### config.mk
export PLATFORM = sky130hd
export DESIGN_NAME = ffba_controller
export DESIGN_NICKNAME = d
export VERILOG_FILES = /design/src/rtl/assert_macros.svh /design/src/rtl/ffba_pkg.sv /design/src/rtl/ffba_controller.sv
export SDC_FILE = /design/constraint.sdc
export NUM_CORES = 1
export LEC_CHECK = 0
export ABC_AREA = 1
export BUFFER_PORTS_ARGS = -buffer_cell sky130_fd_sc_hd__buf_2
export CAP_MARGIN = 25
export CORE_AREA = 3 3 40 42
export CTS_CLUSTER_DIAMETER = 50
export DETAILED_ROUTE_END_ITERATION = 10
export DIE_AREA = 0 0 43 45
export SLEW_MARGIN = 20
export SYNTH_ARGS = -nofsm -noshare
export SYNTH_HDL_FRONTEND = slang
export SYNTH_SLANG_ARGS = --single-unit
export TNS_END_PERCENT = 20
### constraint.sdc
create_clock -name clock -period 1 [get_ports clock]
set_input_delay 0.3 -clock clock [delete_from_list [all_inputs] [get_ports clock]]
set_output_delay 0.3 -clock clock [all_outputs]
set_load 0.005 [all_outputs]
### src/rtl/assert_macros.svh
// Assertion macros shared by the allocator RTL.
// Expects signals named clock and reset in the including scope.
`ifndef ASSERT_MACROS_SVH
`define ASSERT_MACROS_SVH

// Check prop on every rising clock edge outside reset.
`define ASSERT_CLK(label, prop, msg) \
   label: assert property (@(posedge clock) disable iff (reset) prop) else $error(msg);

// Check that cons holds in the cycle after ante.
`define ASSERT_NEXT(label, ante, cons, msg) \
   label: assert property (@(posedge clock) disable iff (reset) (ante) |=> (cons)) \
      else $error(msg);

`endif

### src/rtl/ffba_pkg.sv
// Shared types and constants of the first-fit block allocator.
// No dependencies; every allocator file except assert_macros.svh imports this package.
package ffba_pkg;

   localparam int MAX_BLOCKS_DEFAULT = 64;
   localparam int HEADER_BYTES       = 24;
   localparam int WORD_BYTES         = 8;    // power of two
   localparam int REG_WIDTH          = 32;
   localparam int CSR_INDEX_WIDTH    = 1;

   localparam logic [REG_WIDTH-1:0] HEAP_BASE_RESET  = 32'd4096;
   localparam logic [REG_WIDTH-1:0] HEAP_LIMIT_RESET = 32'd65536;

   localparam logic [CSR_INDEX_WIDTH-1:0] CSR_HEAP_BASE  = 1'd0;
   localparam logic [CSR_INDEX_WIDTH-1:0] CSR_HEAP_LIMIT = 1'd1;

   typedef enum logic {
      CMD_ALLOCATE = 1'b0,
      CMD_RELEASE  = 1'b1
   } command_type;

   typedef enum logic [1:0] {
      STATUS_OK              = 2'd0,
      STATUS_NO_SPACE        = 2'd1,
      STATUS_NULL_POINTER    = 2'd2,
      STATUS_UNKNOWN_POINTER = 2'd3
   } status_type;

   typedef struct packed {
      command_type command;
      logic [31:0] request_bytes;
      logic [31:0] release_address;
   } req_payload_type;

   typedef struct packed {
      logic [31:0] data_address;
      status_type  status;
      logic        reused;
   } rsp_payload_type;

   typedef struct packed {
      logic [31:0] start;
      logic [31:0] size;
      logic        free;
   } entry_type;

   typedef enum logic [1:0] {
      FSM_IDLE   = 2'd0,
      FSM_SCAN   = 2'd1,
      FSM_DECIDE = 2'd2
   } fsm_state_type;

   typedef struct packed {
      logic load;
      logic scan;
      logic commit;
   } ctrl_cmd_type;

   typedef struct packed {
      logic scan_done;
      logic slot_free;
   } ctrl_status_type;

endpackage

### src/rtl/ffba_controller.sv
// Sequencer of the allocator: accept, table scan, commit.
// Depends on ffba_pkg; drives the datapath through ctrl_cmd_type.
module ffba_controller (
   input  logic                     clock,
   input  logic                     reset,
   input  logic                     req_valid,
   output logic                     req_ready,
   input  ffba_pkg::ctrl_status_type status,
   output ffba_pkg::ctrl_cmd_type    cmd
);
   import ffba_pkg::*;

   fsm_state_type state_ff;
   fsm_state_type state_in;

   always_ff @(posedge clock) begin
      if (reset) begin
         state_ff <= FSM_IDLE;
      end else begin
         state_ff <= state_in;
      end
   end

   always_comb begin
      state_in  = state_ff;
      cmd       = '0;
      req_ready = 1'b0;
      case (state_ff)
         FSM_IDLE: begin
            req_ready = 1'b1;
            if (req_valid) begin
               cmd.load = 1'b1;
               state_in = FSM_SCAN;
            end
         end
         FSM_SCAN: begin
            cmd.scan = 1'b1;
            if (status.scan_done) begin
               state_in = FSM_DECIDE;
            end
         end
         FSM_DECIDE: begin
            if (status.slot_free) begin
               cmd.commit = 1'b1;
               state_in   = FSM_IDLE;
            end
         end
         default: begin
            state_in = FSM_IDLE;
         end
      endcase
   end

endmodule

=== Word-level counts from Yosys, hierarchy flattened ===
Cells that the tools add are included.

* $add $sub $neg: 0
* Multipliers: 0
* Divide/modulo/power cells: 0
* Magnitude comparators: 0
* Eq/ne operators: 5
* Shifts and indexed selects: 0
* Muxes and demuxes: 10
* Bitwise operators: 0
* Reduce and logical (&&, ||, !) cells: 2

{| class="wikitable"
|+ Operators by type and width
! operator !! count
|-
| $mux 1 || 6
|-
| $mux 2 || 3
|-
| $ne 2x2->1 const B || 3
|-
| $pmux 2 s3 || 1
|-
| $reduce_and 3->1 || 1
|-
| $eq 2x1->1 const B || 1
|-
| $eq 2x2->1 const B || 1
|-
| $logic_not 2->1 || 1
|}

* Flip-flop bits (word level): 2
* Bits in latches: 0
* Memory bits (writable): 0
* ROM bits: 0
* Input bits: 5
* Word-level logic and storage cells: 18
* Memories kept: 0

=== Depth between registers and ports, before layout ===
* Word-level depth: 3
* Gate-level depth with buffers: 3

=== Worst setup path before layout ===
OpenSTA, ideal clock, no wires.

* Path kind: reg2out
* From: register state_ff[1]
* To: output cmd[0] in the netlist's numbering
* Arrival time: 625 ps
* Required time: 700 ps
* Path slack: 75 ps
* Stages on the path, launching flop included: 3
* Cells stage by stage: dfxtp_1 -> inv_1 -> nor3_1

{| class="wikitable"
|+ RTL lines
! what !! RTL line !! text
|-
| start: declaration || ffba_controller.sv:13 || <nowiki>fsm_state_type state_ff;</nowiki>
|-
| start signal: assignment || ffba_controller.sv:20 || <nowiki>state_ff <= state_in;</nowiki>
|-
| end: declaration || ffba_controller.sv:9 || <nowiki>output ffba_pkg::ctrl_cmd_type cmd</nowiki>
|}

==> impl_metrics.ini <==
[critical_path]
cp-end-kind = output port
crit_fanout = 3
cpMaxStageDelayCell = dfxtp_2
critPathMaxStageDelay_ns = 0.33
worstSetupPathType = reg -> out
crit_family = flip-flops
crit_arrival_ns = 0.87
startpoint_type = register
crit_chain = buf_4 -> nor2_2 -> buf_2
required_ns = 0.70
crit_buf_inv = 2

[cells_and_area]
final_cell_count_no_fill = 44
drive_gt1_share_pct = 79.31
final_util_pct = 17.82
largest_reg_flops = 2
syn_to_final_growth_pct = 112.8
top_register = state_ff
layout.nets = 36
regArea_um2 = 45.04
multi_input_area_um2 = 65.06
top_regs = state_ff: 2 flops
insertedDiodeCount = 0
nFillCells = 149

[route]
drtIter0Drc = 0
wire_per_inst_um = 7.636
ant_nets = 0
routed_wirelength_um = 336
drt-vias-per-instance = 3.318
dr.pass1.iters = 1
vias = 146
drc = 0

[grt]
grt_pass1_wl_um = 607
grt_usage_pct = 4.900
grt_max_degree = 6
antenna_found_initial = 0
grt_pass1_vias = 163
overflow = 0

[logic_synthesis]
syn_nets = 20
yosys_register_bits = 2
ys.warnings.count = 0
ys_seq_area_share_pct = 37.21
synth_cell_type_count = 10
synthesis.area_per_instance_um2 = 7.174
synthCells = 15
syn_area_um2 = 107.6

[sta]
min_period_ns = 1.175
finalHoldViolCount = 0
final-max-slew-violation-count = 0
fin_ws_ns = -0.1749
fmaxAchievable_ghz = 0.8511
skew_ns = 0.001035
fin_crit_sh_pct = 117.5
rsz0062_at_grt = true
worst_pin_slew_ns = 0.1081
slew_headroom_pct = 92.76
setup_viol = 4

[power_and_ir_drop]
power_density_mw_per_mm2 = 1456
leakagePower_nw = 0.1121
power_uw = 333.5
vdd_ir_drop_max_v = 0.0002813

[floorplanning]
die_y_um = 45
io_pins = 9
core-area_mm2 = 0.001285
die_x_um = 43
dieArea_mm2 = 0.001935
initial_core_util_pct = 8.374
rows = 13

[cts]
cts_hold_buf = 0
numCtsBuffers = 3
cts_setup_buffers = 0
clock_path_buffers = 2
root_buffer = clkbuf_4
cts_tree = done
clk_latency_ns = 0.22
clock_sink_count = 2
clk_pin_slew_ns = 0.03
cts_max_level = 1

[placement]
place_hpwl_um = 251.2
pre_cts_ws_ns = -0.01175
place.gp.congestion = 0.6200
portBuffers = 8
place_inst = 41

[run_status]
status = finished, violations left
violations = setup timing

[job]
max-cap-violations = 0

[hold_path]
hp-class = in -> reg
metrics by stage:
step	instance area [µm²]	hold WS (ns)	TNS (ns)
final	229.0	0.2420	-0.5928
after global routing	229.0	0.2485	-0.7977
after CTS	219.0	0.2372	-0.6814
after detailed placement	188.9	0.4870	-0.01266
after global placement	188.9	0.4783	0
after floorplan	107.6	0.3624	0
cell usage after synthesis, drive strengths merged:
cell type,instances,area share (%)
nand2,1,5.8
nand3b,1,7.0
nor3,1,4.6
nor2,2,9.3
inv,4,14
nand3,2,9.3
a21oi,2,13
dfxtp,2,37
report_power, final:
group | internal [mW] | leakage (nW) | total, mW | switching, mW
clock network | 0.132 | 0.0138 | 0.179 | 0.0466
registers | 0.0858 | 0.0175 | 0.0942 | 0.00840
logic | 0.0336 | 0.0808 | 0.0603 | 0.0267
path summary, 6_finish.rpt:
path                from           to  slack, ns  depth (start not counted)
max          state_ff[1]       cmd[1]      -0.17                          3
min                reset  state_ff[0]       0.24                          2
min reg2reg  state_ff[0]  state_ff[1]       0.53                          2
max reg2reg  state_ff[1]  state_ff[0]       0.17                          4
area by class of cell:
class / count / share of cell area [%]
clock buffers: 3 / 9.836
inverters: 4 / 6.557
multi-input cells: 9 / 28.42
flip-flops and latches: 2 / 19.67
well taps: 15 / 8.197
repair buffers: 11 / 27.32
per-layer routing:
layer	share of wire [%]	vias to the layer above	global-route usage, %
met5	0	-	0
met1	46	60	5.263
met3	13	2	3.586
met4	3.3	0	7.229
li1	-	75	-
met2	37	9	4.790
layout by cell type, fill, tap and decap left out, drive strengths merged:
cell    synthesis  routed
a21oi           2       2
buf             0      11
clkbuf          0       3
dfxtp           2       2
inv             4       4
nand2           1       1
nand3           2       2
nand3b          1       1
nor2            2       2
nor3            1       1
cells by family after synthesis:
group	Yosys count	share of synthesized area [%]
flops	2	37.21
simple gates	7	36.05
compound gates	2	12.79
buf+inv	4	13.95
timing repair:
action                     in CTS  in global routing
gates resized for setup         4                  4
setup endpoints to repair       4                  4
cloned                          0                  0
hold endpoints to repair        0                  0
pin swaps                       2                  0
No activity file was read; power rests on OpenSTA's default activity.
